## src/hdl/afoe_pkg.sv

```systemverilog
// Package for the accumulator/flag operation executor.
// Field widths, operation codes and the item and result types; no dependencies.
`default_nettype none

package afoe_pkg;

  localparam int unsigned FuncW = 5;
  localparam int unsigned AccW  = 8;

  localparam logic [AccW-1:0] AccMask = 8'hFF;
  localparam logic [AccW-1:0] AccOne  = 8'h01;

  typedef enum logic [FuncW-1:0] {
    OpSetC     = 5'd0,
    OpCplC     = 5'd1,
    OpCplA     = 5'd2,
    OpNeg      = 5'd3,
    OpRlc      = 5'd4,
    OpRrc      = 5'd5,
    OpRl       = 5'd6,
    OpRr       = 5'd7,
    OpAddA     = 5'd8,
    OpAdcA     = 5'd9,
    OpClr      = 5'd10,
    OpSbcA     = 5'd11,
    OpTst      = 5'd12,
    OpTst2     = 5'd13,
    OpClr2     = 5'd14,
    OpInc      = 5'd15,
    OpDec      = 5'd16,
    OpLd0      = 5'd17,
    OpLd1      = 5'd18,
    OpCp0      = 5'd19,
    OpCp1      = 5'd20,
    OpAdcZ     = 5'd21,
    OpAnd1     = 5'd22,
    OpOr1      = 5'd23,
    OpXor1     = 5'd24,
    OpXorFF    = 5'd25
  } afoe_op_e;

  typedef struct packed {
    logic [FuncW-1:0] func;
    logic [AccW-1:0]  acc;
    logic             zero;
    logic             carry;
  } afoe_item_t;

  typedef struct packed {
    logic [AccW-1:0] acc;
    logic            zero;
    logic            carry;
  } afoe_res_t;

endpackage

`default_nettype wire

```

## src/hdl/afoe_in_if.sv

```systemverilog
// Input channel interface: valid/ready handshake with the operation item.
// Depends on afoe_pkg.
`default_nettype none

interface afoe_in_if;
  logic                          valid;
  logic                          ready;
  logic [afoe_pkg::FuncW-1:0]    func;
  logic [afoe_pkg::AccW-1:0]     acc_in;
  logic                          zero_in;
  logic                          carry_in;

  modport source (output valid, output func, output acc_in, output zero_in,
                  output carry_in, input ready);
  modport sink   (input valid, input func, input acc_in, input zero_in,
                  input carry_in, output ready);
endinterface

`default_nettype wire

```

## src/hdl/afoe_out_if.sv

```systemverilog
// Result channel interface: valid/ready handshake with the new machine state.
// Depends on afoe_pkg.
`default_nettype none

interface afoe_out_if;
  logic                      valid;
  logic                      ready;
  logic [afoe_pkg::AccW-1:0] acc_out;
  logic                      zero_out;
  logic                      carry_out;

  modport source (output valid, output acc_out, output zero_out, output carry_out,
                  input ready);
  modport sink   (input valid, input acc_out, input zero_out, input carry_out,
                  output ready);
endinterface

`default_nettype wire

```

## src/hdl/afoe_in_reg.sv

```systemverilog
// Input register stage: captures one operation item per transfer.
// Depends on afoe_pkg and afoe_in_if.
`default_nettype none

module afoe_in_reg (
  input  logic                 clk_i,
  input  logic                 rst_ni,
  afoe_in_if.sink              in_i,
  output logic                 valid_o,
  input  logic                 ready_i,
  output afoe_pkg::afoe_item_t item_o
);
  import afoe_pkg::*;

  logic       valid_q, valid_d;
  afoe_item_t item_q, item_d;
  logic       load;

  assign in_i.ready = !valid_q || ready_i;
  assign load       = in_i.valid && in_i.ready;

  always_comb begin
    valid_d = valid_q;
    item_d  = item_q;
    if (in_i.ready) begin
      valid_d = in_i.valid;
    end
    if (load) begin
      item_d.func  = in_i.func;
      item_d.acc   = in_i.acc_in;
      item_d.zero  = in_i.zero_in;
      item_d.carry = in_i.carry_in;
    end
  end

  always_ff @(posedge clk_i or negedge rst_ni) begin
    if (!rst_ni) begin
      valid_q <= 1'b0;
    end else begin
      valid_q <= valid_d;
    end
  end

  always_ff @(posedge clk_i) begin
    item_q <= item_d;
  end

  assign valid_o = valid_q;
  assign item_o  = item_q;

endmodule

`default_nettype wire

```

## src/hdl/afoe_alu.sv

```systemverilog
// Combinational accumulator/flag ALU: one operation on A, Z and C.
// Depends on afoe_pkg.
`default_nettype none

module afoe_alu (
  input  afoe_pkg::afoe_item_t item_i,
  output afoe_pkg::afoe_res_t  res_o
);
  import afoe_pkg::*;

  logic [AccW-1:0] a;
  logic            c;
  logic [AccW:0]   sum_dbl;
  logic [AccW:0]   sum_inc;
  logic [AccW-1:0] neg_a;
  logic            a_zero;

  assign a       = item_i.acc;
  assign c       = item_i.carry;
  assign sum_dbl = {a, 1'b0} + {{AccW{1'b0}}, c};
  assign sum_inc = {1'b0, a} + {{AccW{1'b0}}, c};
  assign neg_a   = ~a + AccOne;
  assign a_zero  = (a == '0);

  always_comb begin
    res_o.acc   = a;
    res_o.zero  = item_i.zero;
    res_o.carry = c;
    case (afoe_op_e'(item_i.func))
      OpSetC: res_o.carry = 1'b1;
      OpCplC: res_o.carry = !c;
      OpCplA: res_o.acc   = ~a;
      OpNeg: begin
        res_o.acc   = neg_a;
        res_o.carry = !a_zero;
        res_o.zero  = a_zero;
      end
      OpRlc: begin
        res_o.acc   = {a[AccW-2:0], a[AccW-1]};
        res_o.carry = a[AccW-1];
      end
      OpRrc: begin
        res_o.acc   = {a[0], a[AccW-1:1]};
        res_o.carry = a[0];
      end
      OpRl: begin
        res_o.acc   = {a[AccW-2:0], c};
        res_o.carry = a[AccW-1];
      end
      OpRr: begin
        res_o.acc   = {c, a[AccW-1:1]};
        res_o.carry = a[0];
      end
      OpAddA: begin
        res_o.acc   = {a[AccW-2:0], 1'b0};
        res_o.carry = a[AccW-1];
        res_o.zero  = (a[AccW-2:0] == '0);
      end
      OpAdcA: begin
        res_o.acc   = sum_dbl[AccW-1:0];
        res_o.carry = sum_dbl[AccW];
        res_o.zero  = (sum_dbl[AccW-1:0] == '0);
      end
      OpClr, OpClr2: begin
        res_o.acc   = '0;
        res_o.zero  = 1'b1;
        res_o.carry = 1'b0;
      end
      OpSbcA: begin
        res_o.acc  = {AccW{c}};
        res_o.zero = !c;
      end
      OpTst, OpTst2, OpCp0: begin
        res_o.zero  = a_zero;
        res_o.carry = 1'b0;
      end
      OpInc: begin
        res_o.acc  = a + AccOne;
        res_o.zero = (a == AccMask);
      end
      OpDec: begin
        res_o.acc  = a - AccOne;
        res_o.zero = (a == AccOne);
      end
      OpLd0: res_o.acc = '0;
      OpLd1: res_o.acc = AccOne;
      OpCp1: begin
        res_o.zero  = (a == AccOne);
        res_o.carry = a_zero;
      end
      OpAdcZ: begin
        res_o.acc   = sum_inc[AccW-1:0];
        res_o.carry = sum_inc[AccW];
        res_o.zero  = (sum_inc[AccW-1:0] == '0);
      end
      OpAnd1: begin
        res_o.acc   = a & AccOne;
        res_o.zero  = !a[0];
        res_o.carry = 1'b0;
      end
      OpOr1: begin
        res_o.acc   = a | AccOne;
        res_o.zero  = 1'b0;
        res_o.carry = 1'b0;
      end
      OpXor1: begin
        res_o.acc   = a ^ AccOne;
        res_o.zero  = (a == AccOne);
        res_o.carry = 1'b0;
      end
      OpXorFF: begin
        res_o.acc   = a ^ AccMask;
        res_o.zero  = (a == AccMask);
        res_o.carry = 1'b0;
      end
      default: ;  // unused codes pass the state through
    endcase
  end

endmodule

`default_nettype wire

```

## src/hdl/afoe_out_reg.sv

```systemverilog
// Result register stage: holds one result until the sink takes it.
// Depends on afoe_pkg and afoe_out_if.
`default_nettype none

module afoe_out_reg (
  input  logic                clk_i,
  input  logic                rst_ni,
  input  logic                valid_i,
  output logic                ready_o,
  input  afoe_pkg::afoe_res_t res_i,
  afoe_out_if.source          out_o
);
  import afoe_pkg::*;

  logic      valid_q, valid_d;
  afoe_res_t res_q, res_d;

  assign ready_o = !valid_q || out_o.ready;

  always_comb begin
    valid_d = valid_q;
    res_d   = res_q;
    if (ready_o) begin
      valid_d = valid_i;
      if (valid_i) begin
        res_d = res_i;
      end
    end
  end

  always_ff @(posedge clk_i or negedge rst_ni) begin
    if (!rst_ni) begin
      valid_q <= 1'b0;
    end else begin
      valid_q <= valid_d;
    end
  end

  always_ff @(posedge clk_i) begin
    res_q <= res_d;
  end

  assign out_o.valid     = valid_q;
  assign out_o.acc_out   = res_q.acc;
  assign out_o.zero_out  = res_q.zero;
  assign out_o.carry_out = res_q.carry;

endmodule

`default_nettype wire

```

## src/hdl/accumulator_flag_op_executor.sv

```systemverilog
// Channel | dir | handshake   | payload
// in_i    | in  | valid/ready | func[4:0], acc_in[7:0], zero_in, carry_in
// out_o   | out | valid/ready | acc_out[7:0], zero_out, carry_out
//
// One item per cycle while the output is not stalled; path: input register,
// then ALU into the result register. Reset clears both stage valid bits only.
// A stalled output holds its result; the input register still takes an item
// while it is empty, so up to two items are in flight.
// Depends on afoe_pkg, afoe_in_if, afoe_out_if and the afoe_* submodules.
`default_nettype none

module accumulator_flag_op_executor (
  input  logic       clk_i,
  input  logic       rst_ni,
  afoe_in_if.sink    in_i,
  afoe_out_if.source out_o
);
  import afoe_pkg::*;

  logic       op_valid;
  logic       op_ready;
  afoe_item_t op_item;
  afoe_res_t  op_res;

  afoe_in_reg u_in_reg (
    .clk_i   (clk_i),
    .rst_ni  (rst_ni),
    .in_i    (in_i),
    .valid_o (op_valid),
    .ready_i (op_ready),
    .item_o  (op_item)
  );

  afoe_alu u_alu (
    .item_i (op_item),
    .res_o  (op_res)
  );

  afoe_out_reg u_out_reg (
    .clk_i   (clk_i),
    .rst_ni  (rst_ni),
    .valid_i (op_valid),
    .ready_o (op_ready),
    .res_i   (op_res),
    .out_o   (out_o)
  );

endmodule

`default_nettype wire

```

## src/flat_wrapper.sv

```systemverilog
// flat-port wrapper written by rule: the top's interface ports become plain ports
module accumulator_flag_op_executor_flat import afoe_pkg::*;
  (clk_i, rst_ni, in_i_valid, in_i_func, in_i_acc_in, in_i_zero_in, in_i_carry_in, in_i_ready, out_o_valid, out_o_acc_out, out_o_zero_out, out_o_carry_out, out_o_ready);
  afoe_in_if in_i_i ();
  afoe_out_if out_o_i ();
  input  logic clk_i;
  input  logic rst_ni;
  input wire logic [$bits(in_i_i.valid)-1:0] in_i_valid;
  input wire logic [$bits(in_i_i.func)-1:0] in_i_func;
  input wire logic [$bits(in_i_i.acc_in)-1:0] in_i_acc_in;
  input wire logic [$bits(in_i_i.zero_in)-1:0] in_i_zero_in;
  input wire logic [$bits(in_i_i.carry_in)-1:0] in_i_carry_in;
  output wire logic [$bits(in_i_i.ready)-1:0] in_i_ready;
  output wire logic [$bits(out_o_i.valid)-1:0] out_o_valid;
  output wire logic [$bits(out_o_i.acc_out)-1:0] out_o_acc_out;
  output wire logic [$bits(out_o_i.zero_out)-1:0] out_o_zero_out;
  output wire logic [$bits(out_o_i.carry_out)-1:0] out_o_carry_out;
  input wire logic [$bits(out_o_i.ready)-1:0] out_o_ready;
  assign in_i_i.valid = in_i_valid;
  assign in_i_i.func = in_i_func;
  assign in_i_i.acc_in = in_i_acc_in;
  assign in_i_i.zero_in = in_i_zero_in;
  assign in_i_i.carry_in = in_i_carry_in;
  assign in_i_ready = in_i_i.ready;
  assign out_o_valid = out_o_i.valid;
  assign out_o_acc_out = out_o_i.acc_out;
  assign out_o_zero_out = out_o_i.zero_out;
  assign out_o_carry_out = out_o_i.carry_out;
  assign out_o_i.ready = out_o_ready;
  accumulator_flag_op_executor u_core (.clk_i(clk_i), .rst_ni(rst_ni), .in_i(in_i_i), .out_o(out_o_i));
endmodule
```

## config.mk

```make
export PLATFORM = sky130hd
export DESIGN_NAME = accumulator_flag_op_executor_flat
export DESIGN_NICKNAME = d
export VERILOG_FILES = /design/src/hdl/afoe_pkg.sv /design/src/hdl/afoe_in_if.sv /design/src/hdl/afoe_out_if.sv /design/src/hdl/afoe_in_reg.sv /design/src/hdl/afoe_alu.sv /design/src/hdl/afoe_out_reg.sv /design/src/hdl/accumulator_flag_op_executor.sv /design/src/flat_wrapper.sv
export SDC_FILE = /design/constraint.sdc
export NUM_CORES = 1
export LEC_CHECK = 0
export ABC_AREA = 1
export BUFFER_PORTS_ARGS = -buffer_cell sky130_fd_sc_hd__clkbuf_2
export CORE_MARGIN = 4
export CORE_UTILIZATION = 43
export DETAILED_ROUTE_END_ITERATION = 7
export SLEW_MARGIN = 25
export SYNTH_ARGS = -nofsm -noshare
export SYNTH_HDL_FRONTEND = slang
export SYNTH_SLANG_ARGS = --single-unit
```

## constraint.sdc

```tcl
create_clock -name clk_i -period 4.8 [get_ports clk_i]
set_clock_uncertainty 0.05 [all_clocks]
set_input_delay 0.24 -clock clk_i [delete_from_list [all_inputs] [get_ports clk_i]]
set_output_delay 0.24 -clock clk_i [all_outputs]
set_load 0.005 [all_outputs]
```

# Yosys cells after proc, flatten, opt, wreduce, memory -nomap -nowiden
# Index checks and enable logic that the tools add are counted.
dict set report classes {
  add_sub_neg 5
  n_eq_ne 27
  muxes 3
  n_bitwise 2
  n_reduce_logical 23
}
# cell n
set ops {}
lappend ops {{$pmux 8 s17} 1}
lappend ops {{$eq 5x5->1 const B} 10}
lappend ops {{$eq 5x4->1 const B} 8}
lappend ops {{$logic_not 8->1} 3}
lappend ops {{$eq 5x3->1 const B} 4}
lappend ops {{$add 8x1->8 const B} 2}
lappend ops {{$eq 5x2->1 const B} 2}
lappend ops {{$pmux 1 s10} 1}
lappend ops {{$add 8x1->9} 1}
lappend ops {{$add 9x1->9} 1}
lappend ops {{$pmux 1 s9} 1}
lappend ops {{$reduce_or 3->1} 3}
lappend ops {{$reduce_or 9->1} 1}
lappend ops {{$eq 8x1->1 const B} 1}
lappend ops {{$eq 8x8->1 const B} 1}
lappend ops {{$not 8->8} 1}
lappend ops {{$reduce_or 2->1} 4}
lappend ops {{$sub 8x1->8 const B} 1}
lappend ops {{$logic_not 7->1} 1}
lappend ops {{$eq 5x1->1 const B} 1}
lappend ops {{$logic_not 1->1} 5}
lappend ops {{$logic_not 5->1} 1}
lappend ops {{$reduce_or 4->1} 1}
lappend ops {{$logic_or 1x1->1} 2}
lappend ops {{3 further kinds} 3}
dict set report word_totals {
  register_bits 27
  inputBits 19
  output_inout_bits 12
  word_cells 69
}

# Logic depth before layout (Yosys ltp)
# Gate-level depths: netlist of run 1.
dict set report logic_depth {
  word_depth 4
  depth_mapped 13
  ltp_nobuf 12
}

# Hierarchy
# A second synthesis of run 1 with hierarchy kept.
dict set report unflattened {
  cells_unflattened 390
  hier_area_um2 2539.9
}
# mod instances cells_each area_each_um2 seq_area_each_um2
set modules_own_cells {}
lappend modules_own_cells {afoe_alu 1 353 1699.1 0.0}
lappend modules_own_cells {afoe_in_reg 1 21 495.5 475.5}
lappend modules_own_cells {afoe_out_reg 1 16 345.3 325.3}

# Worst setup path after synthesis of run 1
# OpenSTA, ideal clock, no wires.
dict set report synth_timing {
  kind {flip-flop to flip-flop}
  from {register u_core.u_in_reg.item_q, in the netlist u_core.u_in_reg.item_o[10]}
  to {register u_core.u_out_reg.res_q, in the netlist u_core.u_out_reg.out_o.acc_out[5] (data pin)}
  setup_time_ns 0.253
  arrival_ns 1.521
  required_time_ns 4.497
  path_slack_ns 2.976
  path_stages_with_launch 9
  n_path_buf 0
  synth_period_minus_slack_ns 1.824
  cell_sequence {edfxtp_1 nor2_1 nand3_1 nand4_2 nor2_2 nand2_4 nand3_1 nor2_1 nor2_1}
}
# element line_no
set synth_lines {}
lappend synth_lines {{from (decl)} afoe_in_reg.sv:16} ;# afoe_item_t item_q, item_d;
lappend synth_lines {{from (signal assigned)} afoe_in_reg.sv:45} ;# item_q <= item_d;
lappend synth_lines {{to (signal assigned)} afoe_out_reg.sv:40} ;# res_q <= res_d;
lappend synth_lines {{to (decl)} afoe_out_reg.sv:16} ;# afoe_res_t res_q, res_d;

==> impl_results.md, run 1 <==
* Synth Area per Inst at roughly 6.5 um^2
* Post-DP HPWL at 6040 um
* Cell taking the most area after synthesis: edfxtp_1
* Crit path max fanout at 20
* Synth top area cells: edfxtp_1 29%, nand2_1 19%, nand3_1 11%
* Pre-antenna DRT Iters at 5
* Largest family of logic cells by synthesized area: simple AND/OR/NAND/NOR gates
* Xor/xnor share of the synthesized area at under 10%
* Initial DRC count at 332
* Worst Path Arrival at 2500 ps
* Finished Cell Area at between 2000 and 3000 um^2
* Ys async rst share at under 10%
* Crit share post-route at between 50% and 60%
* Most used cell, CP: nor2_1
* Peak VDD IR at 0.120 mV
* RSZ-0062 raised after global routing: no
* DP Area at 2760 um^2
* Hold Violations, Final at 0
* Synth-to-layout area growth at 8.74%
* Die height at 85.6 um
* Synth unique cells at 33
* Mux cell area share after synthesis at 0%
* All-Layer GR Usage at about 23%
* Ys Warns at 0
* Sequential area share after synthesis at 30.9%
* CTS root buf: clkbuf_8
* Clk sinks at 27
* Reg2Reg Setup Slack at 2290 ps
* Fraction of the mapped netlist area in compound gates at under 10%
* Post-synth top area share at between 20% and 30%
* Simple-gate portion of the synthesized area at about half
* Max Buffers Root-to-Sink at 2
* Status: finished, final reports clean
* Critical-path cell list: inv_1, nand3_1, nor2_1, nor2_1, nand3_1, nor2_2, nand2_4, inv_6, nor2_1, a21oi_1
* Layout cells sized above 1 at between 10% and 20%
* Overflow left after global routing at 0
* Via density at roughly 5.5
* DR WL/cell at approximately 16 um
* I/O pin total at 31
* Hold Crit Class: input port to flip-flop
* Initial antenna violation count at 0
* CTS tree: done
* Gate Count Post-Synth at roughly 400
* Leak at about 1.4 nW
* Overall die area at ~7300 um^2
* FMAX at around 400 MHz
* Yosys reg bits at 27
* Power Dens Cells at approximately 230 nW/um^2
* Clock period minus worst slack at between 2000 and 3000 ps
* CTS H-tree depth at 1
* Slew Limit Fails at 0
* Worst relative slew slack at roughly 57%
* Endpoints failing setup at 0
* Synthesized area at ~2600 um^2
* Rows at 28
* Top FF cell, synth: edfxtp_1
* CP endpoint kind: flip-flop
* GPL Wtd Cong at 0.922
* Clk_lat worst skew at between 200 and 300 ps
* DRC viols at 0
* Slew @ Worst Pin at ~650 ps
* First-pass GRT wire length at between 10000 and 15000 um
* Initial Util at about 44%
* Largest net degree at the start of global routing at 21
* Post-synth EDFFs at 25
* # nets final at between 400 and 500
* Final ANT Viol Nets at 0
* Post-Synth Adder-Cell Area at under 10%
* Max-Cap Viols at 0
* Total number of vias at approximately 2800
* Pwr Total at between 0.6 and 0.7 mW
* Vias in the first global route at 2689
* Total length of routed wires at just under 8000 um
* Synth top cells by count: 132 x nand2_1, 62 x nor2_1, 56 x nand3_1
* Synthesized net count at ~430
* Die width at roughly 86 um
* Count leader, synth: nand2_1
* Setup tns final at 0 ps
* CTS buffer count at 3
* Slowest cell on the critical path: edfxtp_1
* Req. time, crit path at around 4800 ps
* Core area at between 5000 and 6000 um^2
* Critical Path Max Stage Delay at between 500 and 600 ps
* Clk slew on worst S/H paths at about 100 ps
* ANT cells at 0
* Type of the worst setup path: flip-flop to flip-flop
* Utilization after layout at between 40% and 50%
* # resized after CTS at 0
* Buffers on Ports at 30
* Worst Setup Start Kind: flip-flop
==> power breakdown <==
group | total [mW] | internal, mW | switching [mW]
Sequential | 0.324 | 0.293 | 0.0311
Clock | 0.135 | 0.0584 | 0.0770
Combinational | 0.198 | 0.0678 | 0.131
==> cell usage in the layout, fill, tap and decap left out, drive strengths merged, types with 2 or more instances in the layout <==
cell and instances:
nand3 57, clkinv 4, ha 7, nand2 140, clkbuf 33, o211ai 2
nor2 69, a21oi 14, nor3 5, dfrtp 2, o21ai 9, nand4 14
xor2 6, edfxtp 25, inv 30
==> worst max-delay path: cells and delay by family, from the launching register on <==
family | cells | cell delay, ps
and+or+nand+nor | 7 | 1000
DFF | 1 | 570
buffers and inverters | 2 | 550
AOI/OAI and AO/OA | 1 | 90
==> stage by stage <==
step                worst slack (ps)  hold slack [ps]  instances
floorplan                       2980             -106        401
global placement                2380            -22.5        495
detailed placement              2360            -22.5        495
CTS                             2330             74.0        500
global route                    2070             69.6        500
finish                          2290             76.9        500
==> kinds of logic (layout without fill, tap and decap cells) <==
logic type               count (synthesis)  in the layout
buffers and inverters                   45             69
flip-flops                              27             27
adder cells (fa/ha/maj)                  7              7
AO/OA/AOI/OAI                           28             28
XOR/XNOR                                 7              7
AND/OR/NAND/NOR                        287            287
==> per-layer routing <==
layer / up-vias / track usage (%) / wire, um
met5: - / 0 / 0
met2: 134 / 35.2 / 3470
li1: 1376 / - / -
met3: 24 / 4.61 / 635
met4: 0 / 9.78 / 281
met1: 1227 / 30.4 / 3490
==> sequential cells by signal, summed over array words and instances, names as in the netlist <==
name and cells:
u_core.u_in_reg.valid_o 1, u_core.u_out_reg.out_o.acc_out 8, u_core.u_out_reg.out_o.carry_out 1, u_core.u_out_reg.out_o.zero_out 1
u_core.u_in_reg.item_o 15, u_core.u_out_reg.out_o.valid 1
==> area by class of cell <==
type	count	area, um^2
Clock buffer	3	41.3
Clock inverter	1	5.00
Fill cell	609	3070
Inverter	33	129
Multi-Input combinational cell	329	1580
Sequential cell	27	801
Tap cell	75	93.8
Timing Repair Buffer	32	168
==> worst paths after layout <==
check,startpoint,cells past startpoint,endpoint
hold reg to reg,u_core.u_in_reg.valid_o,2,u_core.u_out_reg.out_o.valid
setup / recovery,u_core.u_in_reg.item_o[14],10,u_core.u_out_reg.out_o.acc_out[7]
min in group asynchronous,rst_ni,2,u_core.u_in_reg.valid_o
max in group asynchronous,rst_ni,2,u_core.u_out_reg.out_o.valid
setup reg to reg,u_core.u_in_reg.item_o[14],10,u_core.u_out_reg.out_o.acc_out[7]
hold / removal,in_i_acc_in[2],1,u_core.u_in_reg.item_o[4]
==> timing repair <==
item	CTS	global route
setup buffers	0	0
endpoints found under the hold margin	2	0
hold buffers	1	0
Power figures use the tool's default switching activity.
==> run 2: changes to the inputs <==
==> constraint.sdc (replaced) <==
create_clock -name clk_i -period 2.14 [get_ports clk_i]
set_clock_uncertainty 0.05 [all_clocks]
set_input_delay 0.107 -clock clk_i [delete_from_list [all_inputs] [get_ports clk_i]]
set_output_delay 0.107 -clock clk_i [all_outputs]
set_load 0.005 [all_outputs]
==> run 2 against run 1 <==
  * Sequential power increased by 110%
  * Critical path depth up 2
  * Cell area grew 19%
  * Core utilization increased by 9.2 points
  * Power is 140% higher
  * Fmax rose by 21%
  * Largest power group unchanged
  * Routed wire length grew 9.6%
  * Clock power rose by 130%
  * Count of clock-buffer cells in the layout unchanged
  * Combinational power rose to 3.1 times the previous value
  * Die area stayed put
  * Worst hold slack worse by 55 ps
==> impl_results.md, run 2 (synthesis results as in run 1) <==
* Status: finished, final reports clean
* Overflow left after global routing at 0 (unchanged)
* Max-Cap Viols at 0 (unchanged)
* RSZ-0062 raised after global routing: yes
* Overall die area at 7330 um^2 (unchanged)
* Slowest cell on the critical path: edfxtp_1
* All-Layer GR Usage at 24.9% (+2.3 points)
* GPL Wtd Cong at 0.972 (+5.3%)
* Worst Path Arrival at 2070 ps (-430 ps)
* CTS buffer count at 3 (unchanged)
* Total number of vias at 2989 (+8.3%)
* Core area at 5890 um^2 (unchanged)
* Critical-path cell list: inv_2, nor2_2, buf_6, nand3_1, nand2_1, inv_1, nand2_4, nor2_4, nand2_4, buf_4, nor2_1, a21oi_1
* Total length of routed wires at 8630 um (+9.6%)
* Most used cell, CP: nand2_4
* CTS H-tree depth at 1 (unchanged)
* I/O pin total at 31 (unchanged)
* Leading cell type in the layout, fill and taps excluded: nand2_1
* Initial Util at 44.0% (unchanged)
* Max reg flops at 15 (unchanged)
* Final Non-Filler Cells at 557 (+11%)
* Initial antenna violation count at 0 (unchanged)
* Peak VDD IR at 0.269 mV (+120%)
* Worst Setup Start Kind: flip-flop
* Layout cells sized above 1 at 22.2% (+8.8 points)
* Clk_lat worst skew at 280 ps (about the same)
* Dpl cells at 528 (+6.7%)
* Crit share post-route at 96.9% (+45 points)
* Endpoints failing setup at 0 (unchanged)
* Fill cell count at 567 (-6.9%)
* Clock period minus worst slack at 2070 ps (-440 ps)
* Worst relative slew slack at 60.9% (+4.3 points)
* Max Buffers Root-to-Sink at 2 (unchanged)
* Post-DP HPWL at 6640 um (+10%)
* Via density at 5.37 (-2.8%)
* First-pass GRT wire length at 14300 um (+8.5%)
* Rows at 28 (unchanged)
* Finished Cell Area at 3360 um^2 (+19%)
* Clock power share at 19.3% (-1.3 points)
* CP endpoint kind: flip-flop
* Crit path max fanout at 11 (-45%)
* Initial DRC count at 350 (+5.4%)
* DR WL/cell at 15.5 um (-1.6%)
* Reg2Reg Setup Slack at 70 ps (-2220 ps)
* Hold Violations, Final at 0 (unchanged)
* Internal power at 1.03 mW (+150%)
* Pre-antenna DRT Iters at 5 (unchanged)
* DRC viols at 0 (unchanged)
* Critical Path Max Stage Delay at 550 ps (-20 ps)
* Clk slew on worst S/H paths at 100 ps (about the same)
* Slew Limit Fails at 0 (unchanged)
* FMAX at 482 MHz (+21%)
* Power Dens Cells at 477 nW/um^2 (+100%)
* Type of the worst setup path: flip-flop to flip-flop
* Slew @ Worst Pin at 585 ps (-62.9 ps)
* Sequential power share at 42.9% (-6.3 points)
* Buffers on Ports at 30 (unchanged)
* Sw frac at 35.8% (-0.53 points)
* Clk sinks at 27 (unchanged)
* Pwr Total at 1.60 mW (+140%)
* # nets final at 509 (+13%)
* Req. time, crit path at 2130 ps (-2660 ps)
* Die width at 85.6 um (unchanged)
* Hold Crit Class: input port to flip-flop
* Die height at 85.6 um (unchanged)
* CTS tree: done
* Final ANT Viol Nets at 0 (unchanged)
* Final hold slack at 21.7 ps (-55.2 ps)
* Vias in the first global route at 2885 (+7.3%)
* Synth-to-layout area growth at 29.7%
* Leak at 1.65 nW (+21%)
* Commonest non-fill, non-tap cells in the layout: 131 x nand2_1, 58 x nor2_1, 53 x nand3_1
* ANT cells at 0 (unchanged)
* DP Area at 3020 um^2 (+9.4%)
* Largest net degree at the start of global routing at 16 (-24%)
* Switch Pwr at 0.574 mW (+140%)
* CTS root buf: clkbuf_8
* Combinational share of power at 37.7% (+7.5 points)
run 2: cell count changes in the layout (fill, tap and decap cells not counted), moves of 2 or more:
cell and delta:
dlygate4sd3_1 +16, nor2_4 +2, nand2_4 +2, buf_4 +38, buf_12 +2, nand3_2 +3
nor2_2 +2, nor2_1 -4, nand3_1 -3
run 2: critical path: cells and delay by family, from the launching register on:
kind                   cells  cell delay [ps]
flip-flops                 1              550
buffers and inverters      4              510
AO/OA/AOI/OAI              1               60
AND/OR/NAND/NOR            7              660
run 2: what timing repair did:
item | in CTS | in global routing
setup buffers | 0 | 8
endpoints found under the hold margin | 18 | 0
resized for setup | 0 | 14
hold buffers | 17 | 0
endpoints found under the setup margin | 0 | 7
run 2: stage by stage:
stage / setup slack (ps) / util, % / setup TNS [ps]
finish: 65.7 / 57.1 / 0
global route: -37.9 / 57.1 / -82.8
detailed placement: 86.6 / 51.3 / 0
CTS: 70.8 / 55.0 / 0
global placement: 58.3 / 51.3 / 0
floorplan: 316 / - / 0
run 2: cell type report:
| type | count | area [um^2] | share of cell area, % |
|---|---|---|---|
| Clock buffer | 3 | 41.3 | 1.23 |
| Clock inverter | 1 | 5.00 | 0.149 |
| Inverter | 33 | 129 | 3.83 |
| Multi-Input combinational cell | 329 | 1630 | 48.4 |
| Sequential cell | 27 | 801 | 23.8 |
| Tap cell | 75 | 93.8 | 2.79 |
| Timing Repair Buffer | 89 | 664 | 19.8 |
run 2: metal layers:
| metal | wire [um] | global-route usage [%] | share of wire, % |
|---|---|---|---|
| met5 | 0 | 0 | 0 |
| met4 | 240 | 9.93 | 2.8 |
| met3 | 676 | 4.03 | 7.8 |
| met1 | 3830 | 33.0 | 44 |
| met2 | 3880 | 40.4 | 45 |
run 2: power by group through the flow:
stage,clock network [mW],logic (mW),registers [mW]
after floorplan,0,0.329,0.700
after global placement,0,0.529,0.702
after detailed placement,0,0.533,0.705
after CTS,0.316,0.558,0.692
after global routing,0.340,0.671,0.696
final,0.310,0.606,0.689
run 2: final timing paths:
| check | startpoint | end | cells after the start |
|---|---|---|---|
| min reg2reg | u_core.u_in_reg.valid_o | u_core.u_out_reg.out_o.valid | 2 |
| min | out_o_ready | u_core.u_out_reg.out_o.valid | 4 |
| max in group asynchronous | rst_ni | u_core.u_out_reg.out_o.valid | 2 |
| max | u_core.u_in_reg.item_o[12] | u_core.u_out_reg.out_o.acc_out[6] | 12 |
| min in group asynchronous | rst_ni | u_core.u_in_reg.valid_o | 2 |
| max reg2reg | u_core.u_in_reg.item_o[12] | u_core.u_out_reg.out_o.acc_out[6] | 12 |
==> run 3: changes to the inputs <==
--- a/config.mk
+++ b/config.mk
@@ -10,6 +10,7 @@
 export CORE_MARGIN = 4
 export CORE_UTILIZATION = 43
 export DETAILED_ROUTE_END_ITERATION = 7
+export PLACE_DENSITY = 0.66
 export SLEW_MARGIN = 25
 export SYNTH_ARGS = -nofsm -noshare
 export SYNTH_HDL_FRONTEND = slang
==> run 3 against run 2 <==
  * Die area unchanged
  * Combinational power is 8.9% lower
  * First-iteration DRC count rose by 25%
  * Critical path depth is 1 lower
  * Power fell by 3.4%
  * Worst hold slack got worse by 2.4 ps
  * Routed wire length is 7.8% lower
  * Worst setup slack better by 67 ps
  * Sequential power is essentially flat
  * Via count down 2.4%
  * Non-clock buffer count is 14 lower
  * Critical path type unchanged
==> impl_results.md, run 3 (synthesis results as in run 1) <==
* Reg2reg start: u_core.u_in_reg.item_o[11]
* Peak VDD IR at 0.388 mV (+44%)
* Worst Setup Start Kind: flip-flop
* Crit path to: u_core.u_out_reg.out_o.acc_out[1]
* CTS tree: done
* Critical-path cell list: buf_4, nor2_4, nand3_1, nand2_1, inv_2, nand2_4, nor2_4, nand2_4, inv_6, o21ai_2, nand3_1
* Finished Cell Area at 3210 um^2 (-4.7%)
* Overall die area at 7330 um^2 (unchanged)
* Clk_lat worst skew at 280 ps (about the same)
* Worst relative slew slack at 64.6% (+3.6 points)
* Total length of routed wires at 7960 um (-7.8%)
* Final hold slack at 19.4 ps (-2.35 ps)
* CTS buffer count at 3 (unchanged)
* Status: finished, final reports clean
* Reg2reg end: u_core.u_out_reg.out_o.acc_out[1]
* Initial DRC count at 438 (+25%)
* Max Buffers Root-to-Sink at 2 (unchanged)
* Max layer used: met4
* Register cell area after layout at 801 um^2 (unchanged)
* Post-DP HPWL at 6100 um (-8.2%)
* CTS root buf: clkbuf_8
* CP startpoint: u_core.u_in_reg.item_o[11]
* Slew Limit Fails at 0 (unchanged)
* Worst Path Arrival at 1980 ps (-90 ps)
* Via density at 5.37 (about the same)
* Setup WS pre-CTS at 146 ps (+59.7 ps)
* Critical Path Max Stage Delay at 510 ps (-40 ps)
* Largest net degree at the start of global routing at 17 (+1)
* DP Area at 2940 um^2 (-2.7%)
* DRC viols at 0 (unchanged)
* CP bufs+invs at 3 (-1)
* Footprint of the multi-input gates at 1610 um^2 (-1.4%)
* Fill cell count at 577 (+1.8%)
* Rows at 28 (unchanged)
* Top Family by Delay on Critical Path: simple AND/OR/NAND/NOR gates
* Die width at 85.6 um (unchanged)
* Final Worst Setup Slack at 133 ps (+66.9 ps)
* Crit path max fanout at 9 (-2)
* ANT cells at 0 (unchanged)
* Hold Crit Class: input port to flip-flop
* Worst R2R Path Depth at 11 (-1)
* Hold Violations, Final at 0 (unchanged)
* Reg2Reg Setup Slack at 130 ps (+70 ps)
* Overflow left after global routing at 0 (unchanged)
* I/O pin total at 31 (unchanged)
* Synth-to-layout area growth at 23.7%
* Routed wl met2 at 3570 um (-8.0%)
* Slew @ Worst Pin at 531 ps (-54.6 ps)
* Clk slew on worst S/H paths at 100 ps (about the same)
* All-Layer GR Usage at 22.2% (-2.6 points)
* Vias in the first global route at 2742 (-5.0%)
* Type of the worst setup path: flip-flop to flip-flop
* Leak at 1.57 nW (-4.9%)
* Clk sinks at 27 (unchanged)
* Setup tns final at 0 ps (unchanged)
* Utilization after layout at 54.5% (-2.7 points)
* Die height at 85.6 um (unchanged)
* Core area at 5890 um^2 (unchanged)
* Leading cell type in the layout, fill and taps excluded: nand2_1
* CP endpoint kind: flip-flop
* Power Dens Cells at 483 nW/um^2 (+1.3%)
* Clock period minus worst slack at 2010 ps (-66.9 ps)
* Pre-antenna DRT Iters at 5 (unchanged)
* Initial antenna violation count at 0 (unchanged)
* Total number of vias at 2916 (-2.4%)
* Routed met1 length at 3430 um (-11%)
* Final ANT Viol Nets at 0 (unchanged)
* Req. time, crit path at 2120 ps (about the same)
* Dpl cells at 519 (-1.7%)
* FMAX at 498 MHz (+3.3%)
* Layout cells sized above 1 at 19.4% (-2.8 points)
* Crit share post-route at 93.8% (-3.1 points)
* # nets final at 495 (-2.8%)
* Max reg flops at 15 (unchanged)
* CTS H-tree depth at 1 (unchanged)
* WP depth at 11 (-1)
* Met3 wire length at 718 um (+6.2%)
* Commonest non-fill, non-tap cells in the layout: 131 x nand2_1, 59 x nor2_1, 55 x nand3_1
* Slowest cell on the critical path: edfxtp_1
* Pwr Total at 1.55 mW (-3.4%)
* Buffers on Ports at 30 (unchanged)
* Endpoints failing setup at 0 (unchanged)
* First-pass GRT wire length at 13100 um (-8.3%)
* GPL Wtd Cong at 0.999 (+2.9%)
* Max-Cap Viols at 0 (unchanged)
* Final Non-Filler Cells at 543 (-2.5%)
* Initial Util at 44.0% (unchanged)
* DR WL/cell at 14.7 um (-5.4%)
==> run 3: cell types whose count changed in the layout (fill, tap and decap cells not counted), sizes merged <==
cell and change:
buf -14
==> run 3: worst min path at each step <==
| stage | endpoint | startpoint | cells past startpoint |
|---|---|---|---|
| floorplan | u_core.u_in_reg.valid_o | rst_ni | 0 |
| global placement | u_core.u_in_reg.valid_o | rst_ni | 1 |
| detailed placement | u_core.u_in_reg.valid_o | rst_ni | 1 |
| CTS | u_core.u_out_reg.out_o.valid | out_o_ready | 4 |
| global route | u_core.u_out_reg.out_o.valid | out_o_ready | 4 |
| finish | u_core.u_out_reg.out_o.valid | out_o_ready | 4 |
==> run 3: routing by layer <==
metal | global-route usage, % | vias to the layer above
met5 | 0 | -
met4 | 8.49 | 0
met3 | 3.36 | 25
met2 | 35.0 | 148
met1 | 30.8 | 1287
li1 | - | 1456
==> run 3: layout make-up <==
type,count,area share (%)
Multi-Input combinational cell,329,50.1
Sequential cell,27,25.0
Timing Repair Buffer,75,16.5
Inverter,33,4.02
Tap cell,75,2.93
Clock buffer,3,1.29
Clock inverter,1,0.156
==> run 3: repair_timing <==
action                                  CTS  global route
endpoints found under the setup margin    0             8
resized for setup                         0             9
endpoints found under the hold margin    18             0
buffers inserted                          0             3
hold buffers                             17             0
==> run 3: power breakdown <==
part | switching [mW] | internal [mW] | total (mW)
logic | 0.341 | 0.211 | 0.552
clock network | 0.175 | 0.131 | 0.306
registers | 0.0357 | 0.656 | 0.692
total | 0.552 | 0.998 | 1.55
==> run 3: worst register-to-register path: cells and delay by family (launching register included) <==
kind                   cells  cell delay, ps
buffers and inverters      3             310
AND/OR/NAND/NOR            7             780
AO/OA/AOI/OAI              1             100
flip-flops                 1             510
